### src/hw/rtl/mkss_pkg.sv
package mkss_pkg;

  // Default table size and fixed field widths
  localparam int SLOTS_DEF = 16;
  localparam int KEY_W     = 16;
  localparam int CMD_W     = 2;
  localparam int STAT_W    = 2;
  localparam int IDX_W     = 4;
  localparam int CNT_W     = 5;

  // Command codes
  localparam logic [CMD_W-1:0] CMD_INSERT = 2'd0;
  localparam logic [CMD_W-1:0] CMD_SELECT = 2'd1;
  localparam logic [CMD_W-1:0] CMD_REMOVE = 2'd2;
  localparam logic [CMD_W-1:0] CMD_FLUSH  = 2'd3;

  // Status codes
  localparam logic [STAT_W-1:0] ST_OK    = 2'd0;
  localparam logic [STAT_W-1:0] ST_FULL  = 2'd1;
  localparam logic [STAT_W-1:0] ST_EMPTY = 2'd2;

  // Control from the sequencer to the shared key comparator
  typedef struct packed {
    logic clr;  // start of a select scan
    logic act;  // key read data of this cycle belongs to the scan
    logic vld;  // slot of that key holds a message
  } cmp_ctl_t;

endpackage

### src/hw/rtl/max_key_slot_store_top.sv
// Slot table of SLOTS messages, each kept as a valid mark and a 16-bit half-float
// key; the payload sits in outside memory at the slot index. Pulse start with
// cmd_i while busy is low: insert takes the lowest free slot, select finds the
// valid non-NaN key of greatest magnitude (highest slot wins a tie), remove
// clears one slot, flush clears all. Exactly one result beat follows each
// command, flagged by done_o for a single cycle; the receiver cannot stall it,
// so capture status_o, result_slot_o and entry_count_o on that cycle. A select
// walks one slot pointer through the key RAM's single read port into one
// magnitude comparator, one slot per cycle; an insert walks the same pointer
// over the valid marks up to the lowest free slot. Remove, flush, an insert on
// a full table and a select on an empty one skip the walk. busy is high from
// the accepting edge until done_o rises.
module max_key_slot_store_top import mkss_pkg::*; #(
  parameter int SLOTS = SLOTS_DEF
) (
  input  logic              clk_i,
  input  logic              rst_ni,
  input  logic              start,
  output logic              busy,
  input  logic [CMD_W-1:0]  cmd_i,
  input  logic [KEY_W-1:0]  key_bits_i,
  input  logic [IDX_W-1:0]  slot_index_i,
  output logic              done_o,
  output logic [STAT_W-1:0] status_o,
  output logic [IDX_W-1:0]  result_slot_o,
  output logic [CNT_W-1:0]  entry_count_o
);

  localparam int IW = (SLOTS > 1) ? $clog2(SLOTS) : 1;
  localparam int CW = $clog2(SLOTS + 1);

  // Sequencer states
  localparam logic [2:0] S_IDLE = 3'd0;
  localparam logic [2:0] S_INS  = 3'd1;
  localparam logic [2:0] S_SEL  = 3'd2;
  localparam logic [2:0] S_DRN  = 3'd3;
  localparam logic [2:0] S_FIN  = 3'd4;
  localparam logic [2:0] S_EXEC = 3'd5;

  logic [2:0]        state_q, state_d;
  logic [IW-1:0]     ptr_q, ptr_d;
  logic [SLOTS-1:0]  valid_q, valid_d;
  logic [CW-1:0]     count_q, count_d;
  logic [CMD_W-1:0]  cmd_q, cmd_d;
  logic [KEY_W-1:0]  key_q, key_d;
  logic [IDX_W-1:0]  idx_q, idx_d;
  logic              rd_act_q, rd_act_d;
  logic [IW-1:0]     rd_ptr_q, rd_ptr_d;
  logic              done_q, done_d;
  logic [STAT_W-1:0] status_q, status_d;
  logic [IDX_W-1:0]  rslot_q, rslot_d;
  logic [CNT_W-1:0]  ecount_q, ecount_d;

  logic              accept;
  logic              full;
  logic              idx_ok;
  logic              ram_we;
  logic [KEY_W-1:0]  ram_rdata;
  cmp_ctl_t          cmp_ctl;
  logic              cmp_found;
  logic [IW-1:0]     cmp_slot;

  assign accept = start && !busy;
  assign busy   = (state_q != S_IDLE);
  assign full   = (count_q == CW'(SLOTS));
  assign idx_ok = (32'(idx_q) < SLOTS);

  // Key store, one slot read per cycle during a select scan
  mkss_ram #(
    .WIDTH (KEY_W),
    .DEPTH (SLOTS)
  ) u_key_ram (
    .clk_i   (clk_i),
    .we_i    (ram_we),
    .waddr_i (ptr_q),
    .wdata_i (key_q),
    .raddr_i (ptr_q),
    .rdata_o (ram_rdata)
  );

  // Shared magnitude comparator, fed one slot a beat
  assign cmp_ctl.clr = accept && (cmd_i == CMD_SELECT);
  assign cmp_ctl.act = rd_act_q;
  assign cmp_ctl.vld = valid_q[rd_ptr_q];

  mkss_cmp #(
    .SLOTS (SLOTS)
  ) u_cmp (
    .clk_i       (clk_i),
    .rst_ni      (rst_ni),
    .ctl_i       (cmp_ctl),
    .key_i       (ram_rdata),
    .slot_i      (rd_ptr_q),
    .found_o     (cmp_found),
    .best_slot_o (cmp_slot)
  );

  // Sequencer
  always_comb begin
    state_d  = state_q;
    ptr_d    = ptr_q;
    valid_d  = valid_q;
    count_d  = count_q;
    cmd_d    = cmd_q;
    key_d    = key_q;
    idx_d    = idx_q;
    rd_act_d = 1'b0;
    rd_ptr_d = ptr_q;
    done_d   = 1'b0;
    status_d = status_q;
    rslot_d  = rslot_q;
    ecount_d = ecount_q;
    ram_we   = 1'b0;

    unique case (state_q)
      S_IDLE: begin
        if (accept) begin
          cmd_d = cmd_i;
          key_d = key_bits_i;
          idx_d = slot_index_i;
          ptr_d = '0;
          if (cmd_i == CMD_INSERT && !full) begin
            state_d = S_INS;
          end else if (cmd_i == CMD_SELECT && count_q != '0) begin
            state_d = S_SEL;
          end else begin
            state_d = S_EXEC;
          end
        end
      end
      S_INS: begin
        // a free slot is certain, the table was not full
        if (!valid_q[ptr_q]) begin
          ram_we          = 1'b1;
          valid_d[ptr_q]  = 1'b1;
          count_d         = count_q + CW'(1);
          done_d          = 1'b1;
          status_d        = ST_OK;
          rslot_d         = IDX_W'(ptr_q);
          ecount_d        = CNT_W'(count_d);
          state_d         = S_IDLE;
        end else begin
          ptr_d = ptr_q + IW'(1);
        end
      end
      S_SEL: begin
        rd_act_d = 1'b1;
        if (ptr_q == IW'(SLOTS - 1)) begin
          state_d = S_DRN;
        end else begin
          ptr_d = ptr_q + IW'(1);
        end
      end
      S_DRN: begin
        // last key beat is compared at this edge
        state_d = S_FIN;
      end
      S_FIN: begin
        done_d   = 1'b1;
        status_d = cmp_found ? ST_OK : ST_EMPTY;
        rslot_d  = cmp_found ? IDX_W'(cmp_slot) : '0;
        ecount_d = CNT_W'(count_q);
        state_d  = S_IDLE;
      end
      S_EXEC: begin
        done_d  = 1'b1;
        rslot_d = '0;
        state_d = S_IDLE;
        case (cmd_q)
          CMD_INSERT: status_d = ST_FULL;
          CMD_SELECT: status_d = ST_EMPTY;
          CMD_REMOVE: begin
            if (idx_ok && valid_q[IW'(idx_q)]) begin
              valid_d[IW'(idx_q)] = 1'b0;
              count_d             = count_q - CW'(1);
              status_d            = ST_OK;
            end else begin
              status_d = ST_EMPTY;
            end
          end
          default: begin
            valid_d  = '0;
            count_d  = '0;
            status_d = ST_OK;
          end
        endcase
        ecount_d = CNT_W'(count_d);
      end
      default: begin
        state_d = S_IDLE;
      end
    endcase
  end

  // Control state
  always_ff @(posedge clk_i or negedge rst_ni) begin
    if (!rst_ni) begin
      state_q  <= S_IDLE;
      valid_q  <= '0;
      count_q  <= '0;
      rd_act_q <= 1'b0;
      done_q   <= 1'b0;
    end else begin
      state_q  <= state_d;
      valid_q  <= valid_d;
      count_q  <= count_d;
      rd_act_q <= rd_act_d;
      done_q   <= done_d;
    end
  end

  // Payload registers
  always_ff @(posedge clk_i) begin
    ptr_q    <= ptr_d;
    cmd_q    <= cmd_d;
    key_q    <= key_d;
    idx_q    <= idx_d;
    rd_ptr_q <= rd_ptr_d;
    status_q <= status_d;
    rslot_q  <= rslot_d;
    ecount_q <= ecount_d;
  end

  assign done_o        = done_q;
  assign status_o      = status_q;
  assign result_slot_o = rslot_q;
  assign entry_count_o = ecount_q;

  // Count tracks the valid marks
  a_count_match: assert property (@(posedge clk_i) disable iff (!rst_ni)
    $countones(valid_q) == int'(count_q))
    else $error("entry count out of step with valid marks");

  // An accepted command gets busy on the next cycle
  a_accept_busy: assert property (@(posedge clk_i) disable iff (!rst_ni)
    accept |=> busy)
    else $error("not busy after accept");

  // A result beat only closes a busy period
  a_done_after_busy: assert property (@(posedge clk_i) disable iff (!rst_ni)
    done_q |-> ($past(busy) && !busy))
    else $error("result beat without a command");

  // Full is only reported on a full table
  a_full_real: assert property (@(posedge clk_i) disable iff (!rst_ni)
    (done_q && status_q == ST_FULL) |-> full)
    else $error("full reported on a table with room");

endmodule

### src/hw/rtl/mkss_ram.sv
module mkss_ram #(
  parameter int WIDTH = 16,
  parameter int DEPTH = 16
) (
  input  logic                                   clk_i,
  input  logic                                   we_i,
  input  logic [(DEPTH > 1 ? $clog2(DEPTH) : 1)-1:0] waddr_i,
  input  logic [WIDTH-1:0]                       wdata_i,
  input  logic [(DEPTH > 1 ? $clog2(DEPTH) : 1)-1:0] raddr_i,
  output logic [WIDTH-1:0]                       rdata_o
);

  logic [WIDTH-1:0] mem_q [DEPTH];
  logic [WIDTH-1:0] rdata_q;

  // One write port, one registered read port
  always_ff @(posedge clk_i) begin
    if (we_i) begin
      mem_q[waddr_i] <= wdata_i;
    end
    rdata_q <= mem_q[raddr_i];
  end

  assign rdata_o = rdata_q;

endmodule

### src/hw/rtl/mkss_cmp.sv
module mkss_cmp import mkss_pkg::*; #(
  parameter int SLOTS = SLOTS_DEF
) (
  input  logic                                     clk_i,
  input  logic                                     rst_ni,
  input  cmp_ctl_t                                 ctl_i,
  input  logic [KEY_W-1:0]                         key_i,
  input  logic [(SLOTS > 1 ? $clog2(SLOTS) : 1)-1:0] slot_i,
  output logic                                     found_o,
  output logic [(SLOTS > 1 ? $clog2(SLOTS) : 1)-1:0] best_slot_o
);

  localparam int IW = (SLOTS > 1) ? $clog2(SLOTS) : 1;

  logic          found_q, found_d;
  logic [14:0]   best_q, best_d;
  logic [IW-1:0] slot_q, slot_d;
  logic          key_nan;
  logic          take;

  // NaN: exponent all ones, mantissa nonzero
  assign key_nan = (key_i[14:10] == 5'h1f) && (key_i[9:0] != 10'd0);

  // >= so the later (higher) slot wins a tie
  assign take = ctl_i.act && ctl_i.vld && !key_nan
                && (!found_q || (key_i[14:0] >= best_q));

  always_comb begin
    found_d = found_q;
    best_d  = best_q;
    slot_d  = slot_q;
    if (ctl_i.clr) begin
      found_d = 1'b0;
    end else if (take) begin
      found_d = 1'b1;
      best_d  = key_i[14:0];
      slot_d  = slot_i;
    end
  end

  always_ff @(posedge clk_i or negedge rst_ni) begin
    if (!rst_ni) begin
      found_q <= 1'b0;
    end else begin
      found_q <= found_d;
    end
  end

  always_ff @(posedge clk_i) begin
    best_q <= best_d;
    slot_q <= slot_d;
  end

  assign found_o     = found_q;
  assign best_slot_o = slot_q;

  // A clear always leaves nothing found
  a_clr_empties: assert property (@(posedge clk_i) disable iff (!rst_ni)
    ctl_i.clr |=> !found_q)
    else $error("comparator not cleared");

  // A winning beat is never a NaN key
  a_no_nan_take: assert property (@(posedge clk_i) disable iff (!rst_ni)
    take |-> !((key_i[14:10] == 5'h1f) && (key_i[9:0] != 10'd0)))
    else $error("NaN key taken");

  // Once found, stays found until the next clear
  a_found_holds: assert property (@(posedge clk_i) disable iff (!rst_ni)
    (found_q && !ctl_i.clr) |=> found_q)
    else $error("found flag dropped");

endmodule
### config.mk
export PLATFORM = sky130hd
export DESIGN_NAME = max_key_slot_store_top
export DESIGN_NICKNAME = d
export VERILOG_FILES = /design/src/hw/rtl/mkss_pkg.sv /design/src/hw/rtl/max_key_slot_store_top.sv /design/src/hw/rtl/mkss_ram.sv /design/src/hw/rtl/mkss_cmp.sv
export SDC_FILE = /design/constraint.sdc
export NUM_CORES = 1
export LEC_CHECK = 0
export ABC_AREA = 1
export BUFFER_PORTS_ARGS = -buffer_cell sky130_fd_sc_hd__buf_2
export CORE_ASPECT_RATIO = 1.2
export CORE_MARGIN = 2
export CORE_UTILIZATION = 55
export DETAILED_ROUTE_END_ITERATION = 10
export GPL_TIMING_DRIVEN = 0
export PLACE_DENSITY = 0.71
export SETUP_SLACK_MARGIN = 0.3
export SLEW_MARGIN = 5
export SYNTH_ARGS = -nofsm -noshare
export SYNTH_HDL_FRONTEND = slang
export SYNTH_HIERARCHICAL = 1
export SYNTH_SLANG_ARGS = --single-unit
### constraint.sdc
create_clock -name clk_i -period 9.2 [get_ports clk_i]
set_clock_uncertainty 0.15 [all_clocks]
set_input_delay 0.46 -clock clk_i [delete_from_list [all_inputs] [get_ports clk_i]]
set_output_delay 0.46 -clock clk_i [all_outputs]
set_load 0.02 [all_outputs]
# Word-level counts from Yosys, hierarchy flattened
# Memories as Yosys holds them, arrays and structs flattened. A register that Yosys moved wholly into a read port is not among the register bits.
# Index checks and enable logic that the tools add are counted.
# classes
n_addsub	3
order_cmp	6
eq_ne	18
n_mux	45
bitwise	4
reduce_logical	34
# op_table
cell	count
$pmux W16 S2	2
$mux W16	2
$pmux W4 S3	2
$mux W4	5
$pmux W5 S2	2
$and A16 B16 Y16	1
$not A16 Y16	1
$or A16 B16 Y16	1
$ge A15 B15 Y1	1
$lt A4 B5 Y1 const B	3
$mux W3	5
$pmux W5 S3	1
$bmux W1 S4	3
$mux W1	12
$ne A2 B2 Y1 const B	6
$pmux W2 S3	2
$pmux W3 S4	1
$eq A5 B5 Y1 const B	2
$logic_and A1 B1 Y1	10
$mux W5	2
$reduce_bool A10 Y1	1
$reduce_bool A3 Y1	3
$demux W1 S4	2
$ge A4 B1 Y1 const B	2
other kinds (23)	38
# word_totals
regBits	87
ram_bits	256
input_bits	25
output_inout_bits	13
word_cells	127
memories	1
# memory_table
memory	words	word_bits	read_ports	rd_clocked_by_memory_dff	wr	line	rtl
u_key_ram.mem_q	16	16	1	1	1	mkss_ram.sv:13	logic [WIDTH-1:0] mem_q [DEPTH];

# Depth between registers and ports, before layout
# logic_depth
ltp_word	9
ltp_mapped	15
mapped_depth_nobuf	14

# Modules after synthesis
# Netlist, hierarchy kept.
# modules_own_cells
module	instances	cells_per_inst	area_each_um2
mkss_ram	1	1074	11380.9
max_key_slot_store_top	1	490	3922.5
mkss_cmp	1	119	1143.6

# Least setup slack after synthesis
# Ideal clock, no wire load.
# synth_timing
kind	reg-to-reg
start	reg state_q[0]
end	reg u_cmp.best_q[0], enable pin
setup_ps	329
arrival_time_ps	2534
required_time_ps	8721
setup_slack_ps	6188
stages_incl_launch_ff	10
synth_period_minus_slack_ps	3012
path_cell_list	dfrtp_1 > nor2_1 > inv_1 > nor2_1 > inv_1 > nor2_1 > and3_1 > nor2_1 > nand3_1 > nor2_1
# synth_lines
item	line	rtl
start, declared	max_key_slot_store_top.sv:40	logic [2:0] state_q, state_d;
start signal, assigned	max_key_slot_store_top.sv:204	state_q <= state_d;
end signal, assigned	mkss_cmp.sv:50	best_q <= best_d;
end, declared	mkss_cmp.sv:16	logic [14:0] best_q, best_d;

# Worst setup path in the final report
# layout_timing
start	reg ptr_q[0]
end	mem u_key_ram.mem_q[8][11], enable pin
# layout_between
elab_chain_cells	6
# layout_lines
item	line	rtl
start, declared	max_key_slot_store_top.sv:41	logic [IW-1:0] ptr_q, ptr_d;
start signal, assigned	max_key_slot_store_top.sv:214	ptr_q <= ptr_d;
$bmux W1 S4	max_key_slot_store_top.sv:133	if (!valid_q[ptr_q]) begin
$mux W1 (implied by the code)	max_key_slot_store_top.sv:133	
$mux W1	max_key_slot_store_top.sv:133	
$mux W1	max_key_slot_store_top.sv:115	unique case (state_q)
net ram_we	max_key_slot_store_top.sv:57	logic ram_we;
$mux W1	mkss_ram.sv:18	if (we_i) begin
$mux W1 (implied by the code)	mkss_ram.sv:19	mem_q[waddr_i] <= wdata_i;
end, declared	mkss_ram.sv:13	
# The timed path passes the listed nets, and every way through them passes these cells. The select of a mux whose other input is x is not followed.

==> results.sh <==
export IMPL_status="finished, final reports clean"
export IMPL_avgSynthCellArea_um2=9.71
export IMPL_layout_min_cycle_time_ns=3.32
export IMPL_yosysWarnings=6
export IMPL_firstDrtPassIters=6
export IMPL_tns_ns=0
export IMPL_p_leak_nw=7.84
export IMPL_io_pins=38
export IMPL_max_freq_mhz=301
export IMPL_hold_path_endpoint="cmd_q[0]$_DFFE_PP_"
export IMPL_reg2reg_slack_ns=5.88
export IMPL_fin_cells=2133
export IMPL_drc=0
export IMPL_routed_wirelength_mm=39.8
export IMPL_antenna_found_initial=0
export IMPL_synth_fp_nets=1666
export IMPL_syn_to_final_growth_pct=14.7
export IMPL_required_ns=9.19
export IMPL_mostFrequentLayoutCells="nand2_1, edfxtp_1, inv_1"
export IMPL_grt_max_degree=28
export IMPL_critPathArrivalTime_ns=3.31
export IMPL_clk_pin_slew_ns=0.06
export IMPL_place_hpwl_mm=26.4
export IMPL_num_rows=67
export IMPL_setup_viol=0
export IMPL_cp_end_kind="flop"
export IMPL_synth_cells=1620
export IMPL_cts_setup_buffers=0
export IMPL_clock_sinks=341
export IMPL_worst_hold_path_type="in -> reg"
export IMPL_num_antenna_cells=0
export IMPL_htree_levels=2
export IMPL_powerDensity_nw_per_um2=325
export IMPL_grt_util_all_layers_pct=27.3
export IMPL_crit_type="reg -> reg"
export IMPL_cts_root_buf="clkbuf_16"
export IMPL_fillers=2223
export IMPL_die_w_um=158
export IMPL_dpl_cell_count=2050
export IMPL_viasPerCell=5.50
export IMPL_coreArea_um2=28000
export IMPL_die_y_um=189
export IMPL_cp_start_kind="flop"
export IMPL_tightest_slew_ns=0.940
export IMPL_drv_cap=0
export IMPL_postCtsResizedCells=0
export IMPL_hold_viol=0
export IMPL_layout_commonest_cell="nand2_1"
export IMPL_numCtsBuffers=35
export IMPL_cp_max_fo=15
export IMPL_place_gp_congestion=0.936
export IMPL_worst_skew_pair_late_latency_ns=0.53
export IMPL_grt_pass1_wl_mm=61.4
export IMPL_r2r_start="ptr_q[0]$_SDFFCE_PN0P_"
export IMPL_grt_overflow_total=0
export IMPL_netlist_area_um2=15700
export IMPL_cts_buffer_depth=3
export IMPL_nNetsFinal=1775
export IMPL_holdCritStartpoint="cmd_i[0]"
export IMPL_ff2ff_path_depth=11
export IMPL_fin_crit_sh_pct=36.1
export IMPL_grt_pass1_vias=11395
export IMPL_grt_setup_unrepaired="false"
export IMPL_whs_ns=0.0246
export IMPL_hold_depth=1
export IMPL_port_buffers=36
export IMPL_cts_tree="yes"
export IMPL_drv_slew=0
export IMPL_start_util_pct=56.2
export IMPL_maxSlewHeadroom_pct=37.3
export IMPL_ir_worst_vdd_uv=235
export IMPL_dieArea_um2=30000
export IMPL_final_layout_size_suffix_gt1_share_pct=12.4
export IMPL_vias=11727
export IMPL_postRouteAntennaNets=0
export IMPL_regToRegEndpoint="u_key_ram/mem_q[8][11]$_DFFE_PP_"
export IMPL_drt_iter0_drc=1233
export IMPL_wl_per_cell_um=18.7
==> cell type report <==
type                            count  area, um2  area share (%)
Buffer                             65        412            2.28
Clock buffer                       41        908            5.03
Clock inverter                     21        277            1.53
Inverter                          287       1080            5.97
Multi-Input combinational cell    927       4370            24.2
Sequential cell                   341       9910            54.9
Tap cell                          379        474            2.63
Timing Repair Buffer               72        612            3.39
==> through the flow <==
step	power [mW]	util [%]	area, um2	setup WS (ns)
final	5.86	64.5	18000	5.88
after floorplan	3.62	-	15700	6.23
after global placement	4.28	58.5	16400	5.47
after global routing	6.17	64.5	18000	5.71
after CTS	5.85	64.5	18000	5.54
after detailed placement	4.36	59.5	16700	5.57
==> power by group <==
| group | internal, mW | switching [mW] |
|---|---|---|
| Combinational | 0.672 | 1.47 |
| Sequential | 2.00 | 0.242 |
| Clock | 0.882 | 0.590 |
| Total | 3.56 | 2.31 |
==> worst max-delay path by stage <==
stage	from	end	slack (ns)	cells after the start
CTS	ptr_q[0]$_SDFFCE_PN0P_	u_key_ram/mem_q[8][11]$_DFFE_PP_	5.54	11
finish	ptr_q[0]$_SDFFCE_PN0P_	u_key_ram/mem_q[8][11]$_DFFE_PP_	5.88	11
global placement	state_q[0]$_DFFE_PN0P_	u_cmp/best_q[12]$_DFFE_PP_	5.47	9
global route	ptr_q[0]$_SDFFCE_PN0P_	u_key_ram/mem_q[9][11]$_DFFE_PP_	5.71	11
detailed placement	ptr_q[0]$_SDFFCE_PN0P_	u_key_ram/mem_q[8][11]$_DFFE_PP_	5.57	11
floorplan	state_q[0]$_DFFE_PN0P_	u_cmp/best_q[0]$_DFFE_PP_	6.23	9
==> state kept, by name, indices dropped and copies added, names as in the netlist, 5 cells and up <==
name / count
valid_q: 16
key_q: 15
u_key_ram/rdata_o: 15
u_cmp/best_q: 15
entry_count_o: 5
u_key_ram/mem_q: 240
count_q: 5
==> timing repair <==
action	in CTS	in global routing
hold buffers	21	0
endpoints found under the hold margin	47	0
endpoints found under the setup margin	0	0
==> worst max-delay path, stage by stage (launching register included) <==
cell and delay (ns):
edfxtp_1 0.57, buf_6 0.23, buf_8 0.14, o211ai_1 0.19, nand2_1 0.09, nand2_1 0.08, nand2_2 0.07, nor2_4 0.12
nand2_1 0.07, inv_1 0.18, nand3b_1 0.25, nor2_2 0.78
==> routing by layer <==
layer	global-route usage [%]	vias up	part of all wire, %
met2	42.9	620	47
met1	36.0	5500	39
met4	14.6	0	5.4
met3	5.45	141	9.0
met5	0	-	0
li1	-	5466	-
(Power assumes the default switching activity.)
